--- src/design/ycbcr_to_rgb_subsampled_unit_assert.svh ---
// Assertion macros shared by the colour conversion unit.
`ifndef YCBCR_TO_RGB_SUBSAMPLED_UNIT_ASSERT_SVH
`define YCBCR_TO_RGB_SUBSAMPLED_UNIT_ASSERT_SVH

// Consequent must hold in the same cycle as the antecedent.
`define YRS_ASSERT_NOW(lbl, clk, rst_n, ante, cons) \
    lbl: assert property (@(posedge clk) disable iff (!rst_n) (ante) |-> (cons)) \
        else $error("colour conversion assertion failed");

// Consequent must hold in the cycle after the antecedent.
`define YRS_ASSERT_NEXT(lbl, clk, rst_n, ante, cons) \
    lbl: assert property (@(posedge clk) disable iff (!rst_n) (ante) |=> (cons)) \
        else $error("colour conversion assertion failed");

`endif

--- src/design/ycc2rgb_pkg.sv ---
// Types, constants and helpers for the YCbCr to RGB conversion unit.
`timescale 1ns / 1ps
package ycc2rgb_pkg;

    // Q16 chroma coefficients, as signed operands for the multipliers.
    localparam logic signed [17:0] C_COEF_CR_R = 18'sd89849;
    localparam logic signed [17:0] C_COEF_CR_G = 18'sd45744;
    localparam logic signed [17:0] C_COEF_CB_G = 18'sd22020;
    localparam logic signed [17:0] C_COEF_CB_B = 18'sd113508;
    localparam logic signed [8:0]  C_CHROMA_MID = 9'sd128;

    // Reset values of the replacement registers.
    localparam logic [7:0] C_UNDERFLOW_RESET = 8'd16;
    localparam logic [7:0] C_OVERFLOW_RESET  = 8'd240;

    // Configuration register indexes.
    localparam logic C_CFG_UNDERFLOW = 1'b0;
    localparam logic C_CFG_OVERFLOW  = 1'b1;

    // Product width: 9-bit signed chroma times 18-bit signed coefficient.
    localparam int unsigned C_PROD_W = 27;

    // Pixel positions inside an item: index bit 0 is the column, bit 1 the row.
    localparam int unsigned C_NUM_PIX = 4;

    // Raw input beat.
    typedef struct packed {
        logic [1:0]       mode;
        logic [3:0][7:0]  luma;     // top-left, top-right, bottom-left, bottom-right
        logic [7:0]       cb;
        logic [7:0]       cr;
        logic             right;
        logic             below;
    } t_raw_item;

    // Item after the chroma terms have been worked out.
    typedef struct packed {
        logic [3:0][7:0]    luma;
        logic [3:0]         mask;   // pixels still to be produced
        logic signed [8:0]  term_r; // floor of chroma contribution / 65536
        logic signed [8:0]  term_g;
        logic signed [8:0]  term_b;
    } t_conv_item;

    // Add luma to a chroma term and replace out-of-range results.
    function automatic logic [7:0] chan_clamp(input logic [7:0] luma,
                                              input logic signed [8:0] term,
                                              input logic [7:0] under_val,
                                              input logic [7:0] over_val);
        logic signed [10:0] sum;
        logic [7:0]         res;
        sum = $signed({3'b000, luma}) + 11'(term);
        if (sum < 0) begin
            res = under_val;
        end else if (sum > 11'sd255) begin
            res = over_val;
        end else begin
            res = sum[7:0];
        end
        return res;
    endfunction

endpackage

--- src/design/ycbcr_to_rgb_subsampled_unit.sv ---
// YCbCr to RGB conversion unit with 4:4:4, 4:2:2 and 4:2:0 chroma sharing.
//
// Input channel (i_valid / o_stall): one beat carries a chroma pair, up to
// four luma samples, the sampling mode and the right and below edge flags.
// Output channel (o_valid / i_stall): one beat per produced pixel, in the
// order top-left, top-right, bottom-left, bottom-right, with column and row
// offsets and a last-pixel flag on the final pixel of each input beat.
// Out-of-range channels take the underflow or overflow register value; the
// user must write both through the plain write port only while the unit is
// idle, which the unit does not enforce. The first pixel of a beat passes
// through chroma stages one to three, the serialiser and the output register.
// Throughput is set by the pixel serialiser, which produces one pixel per cycle
// while the receiver does not stall, so 4:4:4 beats flow at one per cycle.
// The three chroma stages in front of the serialiser keep accepting while
// it is busy until they fill up.
// Reset empties all stages and loads underflow 16 and overflow 240.
// When the receiver stalls, the output beat holds and the stages behind it
// fill in turn before o_stall is raised; nothing is lost or repeated.
`timescale 1ns / 1ps
`include "ycbcr_to_rgb_subsampled_unit_assert.svh"
module ycbcr_to_rgb_subsampled_unit (
    input  logic       i_clk,
    input  logic       i_rst_n,
    input  logic       i_valid,
    output logic       o_stall,
    input  logic [1:0] i_mode,
    input  logic [7:0] i_luma_top_left,
    input  logic [7:0] i_luma_top_right,
    input  logic [7:0] i_luma_bottom_left,
    input  logic [7:0] i_luma_bottom_right,
    input  logic [7:0] i_chroma_blue,
    input  logic [7:0] i_chroma_red,
    input  logic       i_right_present,
    input  logic       i_below_present,
    output logic       o_valid,
    input  logic       i_stall,
    output logic [7:0] o_red,
    output logic [7:0] o_green,
    output logic [7:0] o_blue,
    output logic       o_col_offset,
    output logic       o_row_offset,
    output logic       o_last_pixel,
    input  logic       i_cfg_we,
    input  logic       i_cfg_index,
    input  logic [7:0] i_cfg_data
);
    import ycc2rgb_pkg::*;

    t_raw_item   raw_item;
    t_conv_item  pipe_item;
    logic        pipe_valid;
    logic        pipe_stall;

    logic [7:0]  r_under_val;
    logic [7:0]  r_over_val;

    logic        r_ser_valid;
    t_conv_item  r_ser;
    logic [3:0]  sel_onehot;
    logic [1:0]  sel_idx;
    logic        ser_last;
    logic        ser_emit;
    logic        ser_ready;
    logic        out_ready;

    logic        r_out_valid;
    logic [7:0]  r_red, r_green, r_blue;
    logic        r_col, r_row, r_last;

    // Pack the input beat for the chroma pipeline.
    always_comb begin
        raw_item.mode  = i_mode;
        raw_item.luma  = {i_luma_bottom_right, i_luma_bottom_left,
                          i_luma_top_right, i_luma_top_left};
        raw_item.cb    = i_chroma_blue;
        raw_item.cr    = i_chroma_red;
        raw_item.right = i_right_present;
        raw_item.below = i_below_present;
    end

    ycc2rgb_chroma_pipe u_chroma_pipe (
        .i_clk   (i_clk),
        .i_rst_n (i_rst_n),
        .i_valid (i_valid),
        .o_stall (o_stall),
        .i_item  (raw_item),
        .o_valid (pipe_valid),
        .i_stall (pipe_stall),
        .o_item  (pipe_item)
    );

    // Replacement registers.
    always_ff @(posedge i_clk) begin
        if (!i_rst_n) begin
            r_under_val <= C_UNDERFLOW_RESET;
            r_over_val  <= C_OVERFLOW_RESET;
        end else if (i_cfg_we) begin
            case (i_cfg_index)
                C_CFG_UNDERFLOW: r_under_val <= i_cfg_data;
                C_CFG_OVERFLOW:  r_over_val  <= i_cfg_data;
                default: ;
            endcase
        end
    end

    // Pick the lowest pending pixel of the held item.
    always_comb begin
        sel_onehot = r_ser.mask & (~r_ser.mask + 4'd1);
        case (sel_onehot)
            4'b0010: sel_idx = 2'd1;
            4'b0100: sel_idx = 2'd2;
            4'b1000: sel_idx = 2'd3;
            default: sel_idx = 2'd0;
        endcase
        ser_last = ((r_ser.mask & ~sel_onehot) == 4'b0000);
    end

    // Handshake between serialiser, output register and pipeline.
    assign out_ready  = !r_out_valid || !i_stall;
    assign ser_emit   = r_ser_valid && out_ready;
    assign ser_ready  = !r_ser_valid || (ser_emit && ser_last);
    assign pipe_stall = !ser_ready;

    // Serialiser control: take a new item when empty or once the last pixel leaves.
    always_ff @(posedge i_clk) begin
        if (!i_rst_n) begin
            r_ser_valid <= 1'b0;
        end else if (ser_ready) begin
            r_ser_valid <= pipe_valid;
        end
    end

    // Serialiser payload: load a new item or retire the pixel just sent.
    always_ff @(posedge i_clk) begin
        if (ser_ready && pipe_valid) begin
            r_ser <= pipe_item;
        end else if (ser_emit) begin
            r_ser.mask <= r_ser.mask & ~sel_onehot;
        end
    end

    // Output register control.
    always_ff @(posedge i_clk) begin
        if (!i_rst_n) begin
            r_out_valid <= 1'b0;
        end else if (out_ready) begin
            r_out_valid <= r_ser_valid;
        end
    end

    // Output register payload: luma plus chroma terms, then range replacement.
    always_ff @(posedge i_clk) begin
        if (ser_emit) begin
            r_red   <= chan_clamp(r_ser.luma[sel_idx], r_ser.term_r, r_under_val, r_over_val);
            r_green <= chan_clamp(r_ser.luma[sel_idx], r_ser.term_g, r_under_val, r_over_val);
            r_blue  <= chan_clamp(r_ser.luma[sel_idx], r_ser.term_b, r_under_val, r_over_val);
            r_col   <= sel_idx[0];
            r_row   <= sel_idx[1];
            r_last  <= ser_last;
        end
    end

    assign o_valid      = r_out_valid;
    assign o_red        = r_red;
    assign o_green      = r_green;
    assign o_blue       = r_blue;
    assign o_col_offset = r_col;
    assign o_row_offset = r_row;
    assign o_last_pixel = r_last;

    // A held item always has at least one pixel left to send.
    `YRS_ASSERT_NOW(a_ser_mask_nonempty, i_clk, i_rst_n, r_ser_valid, r_ser.mask != 4'b0000)
    // While a non-final pixel is on the output, the rest of its item is held.
    `YRS_ASSERT_NOW(a_rest_held, i_clk, i_rst_n, r_out_valid && !r_last, r_ser_valid)
    // A pending pixel with a free output register is sent in the next cycle.
    `YRS_ASSERT_NEXT(a_ser_drains, i_clk, i_rst_n, r_ser_valid && !r_out_valid, r_out_valid)

endmodule

--- src/design/ycc2rgb_chroma_pipe.sv ---
// Three-stage pipeline that turns a chroma pair into per-channel Q0 terms.
`timescale 1ns / 1ps
module ycc2rgb_chroma_pipe (
    input  logic                    i_clk,
    input  logic                    i_rst_n,
    input  logic                    i_valid,
    output logic                    o_stall,
    input  ycc2rgb_pkg::t_raw_item  i_item,
    output logic                    o_valid,
    input  logic                    i_stall,
    output ycc2rgb_pkg::t_conv_item o_item
);
    import ycc2rgb_pkg::*;

    typedef struct packed {
        logic [3:0][7:0]   luma;
        logic [3:0]        mask;
        logic signed [8:0] cb;
        logic signed [8:0] cr;
    } t_offs_item;

    typedef struct packed {
        logic [3:0][7:0]            luma;
        logic [3:0]                 mask;
        logic signed [C_PROD_W-1:0] p_cr_r;
        logic signed [C_PROD_W-1:0] p_cb_g;
        logic signed [C_PROD_W-1:0] p_cr_g;
        logic signed [C_PROD_W-1:0] p_cb_b;
    } t_prod_item;

    logic        r_v1, r_v2, r_v3;
    t_offs_item  r_s1, n_s1;
    t_prod_item  r_s2, n_s2;
    t_conv_item  r_s3, n_s3;
    logic        adv1, adv2, adv3;
    logic        quad, pair;
    logic signed [C_PROD_W+1:0] g_neg;

    // Each stage moves on when it is empty or the stage after it moves.
    assign adv3    = !r_v3 || !i_stall;
    assign adv2    = !r_v2 || adv3;
    assign adv1    = !r_v1 || adv2;
    assign o_stall = !adv1;

    // Stage one: chroma offsets and the set of pixels to produce.
    // The high mode bit selects the quad, so the reserved code acts as 4:2:0.
    always_comb begin
        quad       = i_item.mode[1];
        pair       = (i_item.mode != 2'b00);
        n_s1.luma  = i_item.luma;
        n_s1.mask  = {quad & i_item.below & i_item.right,
                      quad & i_item.below,
                      pair & i_item.right,
                      1'b1};
        n_s1.cb    = $signed({1'b0, i_item.cb}) - C_CHROMA_MID;
        n_s1.cr    = $signed({1'b0, i_item.cr}) - C_CHROMA_MID;
    end

    // Stage two: the four coefficient products.
    always_comb begin
        n_s2.luma   = r_s1.luma;
        n_s2.mask   = r_s1.mask;
        n_s2.p_cr_r = C_PROD_W'(r_s1.cr) * C_PROD_W'(C_COEF_CR_R);
        n_s2.p_cb_g = C_PROD_W'(r_s1.cb) * C_PROD_W'(C_COEF_CB_G);
        n_s2.p_cr_g = C_PROD_W'(r_s1.cr) * C_PROD_W'(C_COEF_CR_G);
        n_s2.p_cb_b = C_PROD_W'(r_s1.cb) * C_PROD_W'(C_COEF_CB_B);
    end

    // Stage three: green sum, then floor by 65536. Luma has no fraction bits,
    // so flooring the chroma term alone gives the same result per pixel.
    always_comb begin
        g_neg       = -((C_PROD_W+2)'(r_s2.p_cb_g) + (C_PROD_W+2)'(r_s2.p_cr_g));
        n_s3.luma   = r_s2.luma;
        n_s3.mask   = r_s2.mask;
        n_s3.term_r = r_s2.p_cr_r[24:16];
        n_s3.term_g = g_neg[24:16];
        n_s3.term_b = r_s2.p_cb_b[24:16];
    end

    // Valid bits.
    always_ff @(posedge i_clk) begin
        if (!i_rst_n) begin
            r_v1 <= 1'b0;
            r_v2 <= 1'b0;
            r_v3 <= 1'b0;
        end else begin
            if (adv1) begin
                r_v1 <= i_valid;
            end
            if (adv2) begin
                r_v2 <= r_v1;
            end
            if (adv3) begin
                r_v3 <= r_v2;
            end
        end
    end

    // Stage payloads.
    always_ff @(posedge i_clk) begin
        if (adv1) begin
            r_s1 <= n_s1;
        end
        if (adv2) begin
            r_s2 <= n_s2;
        end
        if (adv3) begin
            r_s3 <= n_s3;
        end
    end

    assign o_valid = r_v3;
    assign o_item  = r_s3;

endmodule

--- config.mk ---
export PLATFORM = sky130hd
export DESIGN_NAME = ycbcr_to_rgb_subsampled_unit
export DESIGN_NICKNAME = d
export VERILOG_FILES = /design/src/design/ycc2rgb_pkg.sv /design/src/design/ycbcr_to_rgb_subsampled_unit.sv /design/src/design/ycc2rgb_chroma_pipe.sv
export VERILOG_INCLUDE_DIRS = /design/src /design/src/design
export SDC_FILE = /design/constraint.sdc
export NUM_CORES = 1
export LEC_CHECK = 0
export ABC_AREA = 1
export ABC_CLOCK_PERIOD_IN_PS = 7400
export CAP_MARGIN = 20
export CORE_MARGIN = 1.5
export CORE_UTILIZATION = 45
export DETAILED_ROUTE_END_ITERATION = 16
export DONT_BUFFER_PORTS = 1
export REMOVE_ABC_BUFFERS = 1
export SYNTH_ARGS = -nofsm -noshare
export SYNTH_HDL_FRONTEND = slang
export SYNTH_HIERARCHICAL = 1
export SYNTH_SLANG_ARGS = --single-unit
--- constraint.sdc ---
create_clock -name i_clk -period 7.4 [get_ports i_clk]
set_input_delay 1.48 -clock i_clk [delete_from_list [all_inputs] [get_ports i_clk]]
set_output_delay 1.48 -clock i_clk [all_outputs]
set_load 0.1 [all_outputs]
==> flow_summary_export.csv, run 1 <==
group,metric,value,unit
status,outcome,"completed",
detailed_routing,vias,14300,
floorplanning,chipHeight,223,µm
critical_path,cp_slowest_cell,"edfxtp_1",
critical_path,crit_type,"reg -> reg",
sta,relSlewSlack,0.267,
sta,slew_viol_final,0,
sta,finalHoldViolations,0,
worst_hold_path,hp-class,"reg -> reg",
sta,worst_slew_pin_slew,1100,ps
synthesis,netlist_area,0.0218,mm²
sta,clock_skew,26.3,ps
global_route,grt_pass1_vias,14300,
clock_tree,insertion_delay,560,ps
synthesis,ys_ff_latch,321,
synthesis,synth.distinct_cells,44,
critical_path,cp_common_cell,"nand2_1",
critical_path,ff2ff_setup_slack,2450,ps
critical_path,crit_start,"u_chroma_pipe/r_s1[7]$_DFFE_PN_",
synthesis,async_flop_share,0,
clock_tree,cts_tree,"done",
clock_tree,cts-hold-fix-buffers,0,
clock_tree,clk_pin_slew,70,ps
floorplanning,fp.dieW,223,µm
pwr,power,8.26,mW
placed_design,io_buffer_count,0,
global_route,track_usage,0.189,
critical_path,path_buf_inv,3,
pwr,swShare,0.408,
synthesis,yosysMostFrequentCell,"nand2_1",
synthesis,ys_top_cells_by_count,"nand2_1, inv_1, edfxtp_1, ha_1, nor2_1",
clock_tree,ctsHtreeMaxLevel,2,
final_layout,layout-drive-gt1-share,0.0561,
final_layout,nets,2654,
global_route,grt_max_degree,64,
detailed_routing,dr.pass1.iters,5,
sta,setup_viol,0,
final_layout,synthToLayoutAreaGrowth,8.86,%
final_layout,antenna_cells,0,
placed_design,gp_congestion,0.900,
sta,fmax,0.202,GHz
synthesis,yosysTopAreaCell,"edfxtp_1",
pwr,vdd_drop_max,0.000181,V
clock_tree,clockBufferDepth,3,
pwr,internal_power,4.89,mW
critical_path,critPathCaptureType,"flip-flop",
clock_tree,cts_setup_buffers,0,
detailed_routing,drtIter0Drc,753,
detailed_routing,wl,45700,µm
synthesis,syn_avg_cell_area,10.2,µm²
detailed_routing,routedWlPerCell,16.2,µm
critical_path,cp_data_arrival_time,5240,ps
final_layout,fin_util,0.497,
critical_path,cp_top_family,"adder cells",
pwr,leakagePower,11.5,nW
run,maxCapViolCount,0,
critical_path,slowest_delay,930,ps
critical_path,worstPathCellList,"inv_1, ha_1, ha_1, inv_1, fa_1, fa_1, inv_1, fa_1, ha_1, a21oi_1, nand2_1, a21boi_1, nand3b_1, nand2_1, nand2_1, nand2_1",
clock_tree,clockRootBuffer,"clkbuf_16",
critical_path,r2r-start,"u_chroma_pipe/r_s1[7]$_DFFE_PN_",
critical_path,critPathLaunchType,"flip-flop",
detailed_routing,via_per_inst,5.07,
synthesis,netlist_instances,2145,
pwr,combPwrFrac,0.485,
sta,min_period,4950,ps
floorplanning,core.rowCount,80,
synthesis,synth_edf_count,300,
placed_design,hpwl,36100,µm
clock_tree,ctsResizeCount,0,
floorplanning,io_pins,95,
critical_path,critPathRequiredTime,7690,ps
floorplanning,dieArea,0.0498,mm²
global_route,grt_overflow_total,0,
synthesis,synthTopCellsByArea,"edfxtp_1, ha_1, fa_1",
clock_tree,numCtsBuffers,36,
sta,grt_setup_unrepaired,"no",
synthesis,yosys_warnings,6,
clock_tree,clock-sinks,321,
sta,whs,404,ps
synthesis,synth_top_cell_area_share,0.413,
floorplanning,initial_core_util,0.457,
sta,finalCritPeriodShare,0.669,
pwr,power_frac_seq,0.309,
synthesis,synth_seq_area_share,0.432,
global_route,antenna_found_initial,2,
pwr,power_switching,3.37,mW
global_route,grt_pass1_wl,74200,µm
detailed_routing,drcViolationCount,0,
floorplanning,core_area,0.0477,mm²
synthesis,synth_ff_type,"edfxtp_1",
pwr,p_clk_frac,0.205,
detailed_routing,antenna_left,0,
worst_hold_path,hold_path_startpoint,"u_chroma_pipe/n_s2[131]$_DFFE_PN_",
critical_path,cp_max_fo,15,
pwr,power_density,348,mW/mm²
cells in the final DEF (no fill, tap or decap), types with 6 or more instances in the layout:
cell       netlist  final
clkbuf_16        0     36
nand3b_1         8      8
dfxtp_1         21     21
xnor2_1         16     16
nand3_1        125    125
or2_2            8      8
nor2_1         142    141
clkbuf_1         2     12
xor2_1          34     34
nand2_1        415    414
nand2_4          6      6
edfxtp_1       300    300
nor3_1          12     12
a21oi_1         80     80
o21ai_0         45     45
nor3_2           6      6
o21bai_1        16     16
inv_2            8      9
nand2_2         18     19
o22ai_1          7      7
a21o_1          19     19
ha_1           294    294
nand4_1         22     22
inv_1          376    374
o21ai_1          9      9
fa_1           111    111
metrics by stage:
| step | area [µm²] | TNS (ps) | setup WS, ps | std cells |
|---|---|---|---|---|
| finish | 23700 | 0 | 2450 | 2824 |
| global route | 23700 | 0 | 2120 | 2824 |
| CTS | 23700 | 0 | 2400 | 2823 |
| detailed placement | 22600 | 0 | 2440 | 2759 |
| global placement | 22600 | 0 | 2590 | 2759 |
| floorplan | 21800 | -46750 | -906 | 2139 |
state kept, by name (all words and copies together), names as in the netlist, 8 cells and up:
name	cells
r_ser	63
u_chroma_pipe/o_item	62
u_chroma_pipe/n_s3	53
u_chroma_pipe/r_s2	44
u_chroma_pipe/n_s2	35
u_chroma_pipe/r_s1	16
o_blue	8
o_green	8
o_red	8
r_over_val	8
r_under_val	8
layer usage:
metal / GRT usage / wire length (µm) / part of all wire
met5: 0 / 25 / 0.00055
met4: 0.0470 / 903 / 0.020
met3: 0.0369 / 2200 / 0.048
met2: 0.302 / 20700 / 0.45
met1: 0.263 / 21800 / 0.48
worst paths after layout:
kind / to / depth (start not counted)
worst max-delay path: u_chroma_pipe/r_s2[50]$_DFFE_PP_ / 16
worst min register to register: u_chroma_pipe/n_s3[50]$_DFFE_PP_ / 0
worst max register to register: u_chroma_pipe/r_s2[50]$_DFFE_PP_ / 16
worst min-delay path: u_chroma_pipe/n_s3[50]$_DFFE_PP_ / 0
power by group through the flow:
| stage | Sequential (mW) | Combinational, mW | Clock (mW) |
|---|---|---|---|
| 3_5_place_dp | 2.60 | 3.97 | 0 |
| 6_report | 2.56 | 4.01 | 1.70 |
| 5_1_grt | 2.58 | 4.63 | 1.82 |
| 4_1_cts | 2.56 | 4.02 | 1.76 |
| 3_3_place_gp | 2.59 | 3.95 | 0 |
| 2_1_floorplan | 2.54 | 3.02 | 0 |
final cells by class:
| class | instances | area (µm²) |
|---|---|---|
| fillers | 4313 | 24000 |
| multi-input cells | 1434 | 10900 |
| flip-flops and latches | 321 | 9430 |
| inverters | 384 | 1440 |
| clock buffers | 52 | 1000 |
| well taps | 615 | 769 |
| clock inverters | 12 | 125 |
| repair buffers | 6 | 65.1 |
kinds of logic (layout without fill, tap and decap cells):
group	count (synthesis)	after routing	synth area share
and+or+nand+nor	775	775	0.155
adders and majority gates	405	405	0.270
buffers and inverters	390	454	0.0677
DFF	321	321	0.432
AOI/OAI and AO/OA	203	203	0.0546
xor gates and xnor gates	50	50	0.0201
other	1	1	0.000172
worst register-to-register path, stage by stage (launching register included):
cell and delay [ps]:
edfxtp_1 930, inv_1 210, ha_1 500, ha_1 350, inv_1 50, fa_1 500
fa_1 440, inv_1 80, fa_1 420, ha_1 360, a21oi_1 140, nand2_1 140
a21boi_1 220, nand3b_1 160, nand2_1 60, nand2_1 60, nand2_1 50
Note: power is estimated with default switching activity, not from simulation.
==> run 2, diff against run 1 <==
ABC_AREA = 0   (was 1)
ABC_CLOCK_PERIOD_IN_PS = 5100   (was 7400)
clock period = 5.1 ns   (was 7.4 ns; I/O delays follow)
==> flow_summary_export.csv, run 2 <==
group,metric,value,unit
sta,fmax,0.202,GHz
pwr,power_density,475,mW/mm²
critical_path,rr_worst_depth,13,
clock_tree,clk_pin_slew,60,ps
critical_path,cp_max_fo,5,
critical_path,worstPathCellList,"fa_2, fa_1, fa_1, fa_1, ha_1, ha_4, a211oi_2, nand4bb_1, o221ai_2, o21ai_2, or4_4, a31oi_2, xnor2_1",
critical_path,slowest_delay,630,ps
clock_tree,ctsHtreeMaxLevel,2,
worst_hold_path,hold_path_startpoint,"u_chroma_pipe/o_item[7]$_DFFE_PP_",
floorplanning,core.rowCount,77,
placed_design,hpwl,30400,µm
synthesis,synth.distinct_cells,73,
sta,worst_slew_pin_slew,913,ps
floorplanning,initial_core_util,0.457,
run,maxCapViolCount,0,
critical_path,critPathRequiredTime,5400,ps
pwr,vdd_drop_max,0.000252,V
global_route,grt_pass1_wl,63000,µm
final_layout,multi_input_area,0.00990,mm²
detailed_routing,wl,38700,µm
floorplanning,dieArea,0.0463,mm²
worst_hold_path,hold_depth,0,
global_route,grt_overflow_total,0,
detailed_routing,antenna_left,0,
floorplanning,io_pins,95,
clock_tree,clockRootBuffer,"clkbuf_16",
synthesis,yosys_warnings,6,
clock_tree,numCtsBuffers,37,
clock_tree,clockBufferDepth,3,
sta,tns,0,ps
detailed_routing,drtIter0Drc,570,
detailed_routing,routedWlPerCell,17.1,µm
sta,finalHoldViolations,0,
clock_tree,insertion_delay,560,ps
synthesis,netlist_area,0.0203,mm²
final_layout,final_common_cell,"edfxtp_1",
critical_path,critPathLaunchType,"flip-flop",
synthesis,yosysTopAreaCell,"edfxtp_1",
final_layout,nFillCells,3825,
floorplanning,fp.dieW,215,µm
critical_path,r2r-start,"u_chroma_pipe/r_s1[2]$_DFFE_PN_",
critical_path,crit_start,"u_chroma_pipe/r_s1[2]$_DFFE_PN_",
placed_design,io_buffer_count,0,
clock_tree,cts_tree,"done",
global_route,track_usage,0.173,
sta,finalCritPeriodShare,0.969,
synthesis,async_flop_share,0,
critical_path,ff2ff_setup_slack,160,ps
synthesis,syn_avg_cell_area,12.8,µm²
floorplanning,core_area,0.0443,mm²
synthesis,synth_top_cell_area_share,0.444,
synthesis,synth_edf_count,300,
sta,min_period,4940,ps
final_layout,antenna_cells,0,
placed_design,gp_congestion,0.876,
final_layout,regArea,0.00943,mm²
clock_tree,clock-sinks,321,
global_route,met1_usage,0.228,
synthesis,ys_top_cells_by_count,"edfxtp_1, ha_1, inv_1, fa_1, nand2_1",
synthesis,synth_seq_area_share,0.465,
global_route,met3_usage,0.0292,
synthesis,synth_ff_type,"edfxtp_1",
global_route,met2_usage,0.287,
final_layout,nets,2119,
sta,slew_viol_final,0,
critical_path,crit_type,"reg -> reg",
worst_hold_path,worstHoldEndpoint,"r_ser[7]$_DFFE_PP_",
critical_path,cp_common_cell,"fa_1",
critical_path,regToRegEndpoint,"u_chroma_pipe/n_s3[25]$_DFFE_PP_",
clock_tree,cts-hold-fix-buffers,0,
sta,relSlewSlack,0.392,
global_route,grt-busiest-layer,"met2",
sta,clock_skew,16.0,ps
final_layout,largest_register_ffs,63,
critical_path,cp_slowest_cell,"fa_2",
global_route,antenna_found_initial,1,
sta,whs,405,ps
critical_path,cp_data_arrival_time,5240,ps
synthesis,netlist_instances,1583,
status,outcome,"completed",
sta,setup_viol,0,
synthesis,yosysMostFrequentCell,"edfxtp_1",
synthesis,synthTopCellsByArea,"edfxtp_1, ha_1, fa_1",
synthesis,ys_ff_latch,321,
critical_path,critPathCaptureType,"flip-flop",
final_layout,synthToLayoutAreaGrowth,10.8,%
worst_hold_path,hp-class,"reg -> reg",
detailed_routing,dr.pass1.iters,5,
global_route,grt_pass1_vias,12000,
floorplanning,chipHeight,215,µm
detailed_routing,via_per_inst,5.16,
detailed_routing,vias,11700,
final_layout,top_register,"r_ser",
pwr,leakagePower,9.93,nW
global_route,grt_max_degree,62,
final_layout,final_cell_mix,"edfxtp_1, ha_1, inv_1, fa_1, nand2_1",
final_layout,layout-drive-gt1-share,0.0829,
detailed_routing,drcViolationCount,0,
-- run 2: cell types whose count changed after synthesis, moves of 18 or more --
cell and change:
nor2_1 -111, xnor2_1 +38, a21oi_1 -24, nand3_1 -102, nor2b_1 +20, nand2_1 -340
nand2_2 -18, inv_1 -134
-- run 2: worst max path at each step --
| stage | slack, ps | end | cells after the start |
|---|---|---|---|
| 2_1_floorplan | 200 | u_chroma_pipe/r_s2[78]$_DFFE_PP_ | 17 |
| 3_3_place_gp | 200 | u_chroma_pipe/n_s3[25]$_DFFE_PP_ | 15 |
| 3_5_place_dp | 80 | u_chroma_pipe/n_s3[25]$_DFFE_PP_ | 13 |
| 4_1_cts | 70 | u_chroma_pipe/n_s3[25]$_DFFE_PP_ | 13 |
| 5_1_grt | -30 | u_chroma_pipe/n_s3[25]$_DFFE_PP_ | 13 |
| 6_report | 160 | u_chroma_pipe/n_s3[25]$_DFFE_PP_ | 13 |
-- run 2: area by class of cell --
cell class / count / share of cell area
inverter: 242 / 0.0406
tap: 592 / 0.0330
timing repair buffer: 42 / 0.0149
clock inverter: 23 / 0.00825
sequential: 321 / 0.420
clock buffer: 44 / 0.0424
multi-input combinational: 1004 / 0.441
-- run 2: power breakdown --
group / internal (mW) / switching, mW
clock: 1.36 / 1.08
combinational: 2.03 / 2.51
sequential: 3.52 / 0.150
total: 6.91 / 3.74
-- run 2: cells by family (layout without fill, tap and decap cells) --
kind of cell / count (synthesis) / after routing / share of synthesized area
AOI/OAI and AO/OA: 272 / 272 / 0.0915
xor gates and xnor gates: 73 / 73 / 0.0315
other: 1 / 1 / 0.000185
buffers and inverters: 258 / 351 / 0.0486
adders and majority gates: 406 / 406 / 0.292
DFF: 321 / 321 / 0.465
muxes: 15 / 15 / 0.0125
and+or+nand+nor: 237 / 237 / 0.0588
-- run 2: through the flow --
step                      setup slack (ps)  cells  total power, mW  cell area [µm²]  utilization
after floorplan                        196   1567             7.11            20200            -
after global placement                 200   2192             8.10            21200        0.478
after CTS                             72.4   2259             10.7            22300        0.504
after detailed placement              81.1   2192             8.19            21200        0.478
after global routing                 -25.7   2268             11.6            22500        0.507
final                                  157   2268             10.7            22500        0.507
-- run 2: critical path: cells and delay by family (launching register included) --
family / cells / cell delay (ps)
compound gates: 4 / 880
xor+xnor: 1 / 90
simple gates: 2 / 620
flops: 1 / 460
fa+ha+maj: 6 / 2650
-- run 2: timing repair --
action                     CTS  global route
setup endpoints to repair    0             4
resized for setup            0             9
buffers inserted             0             8
-- run 2: metal layers --
| layer | part of all wire | vias up |
|---|---|---|
| li1 | - | 5788 |
| met1 | 0.46 | 5655 |
| met2 | 0.47 | 201 |
| met3 | 0.038 | 66 |
| met4 | 0.029 | 2 |
| met5 | 0.00021 | - |
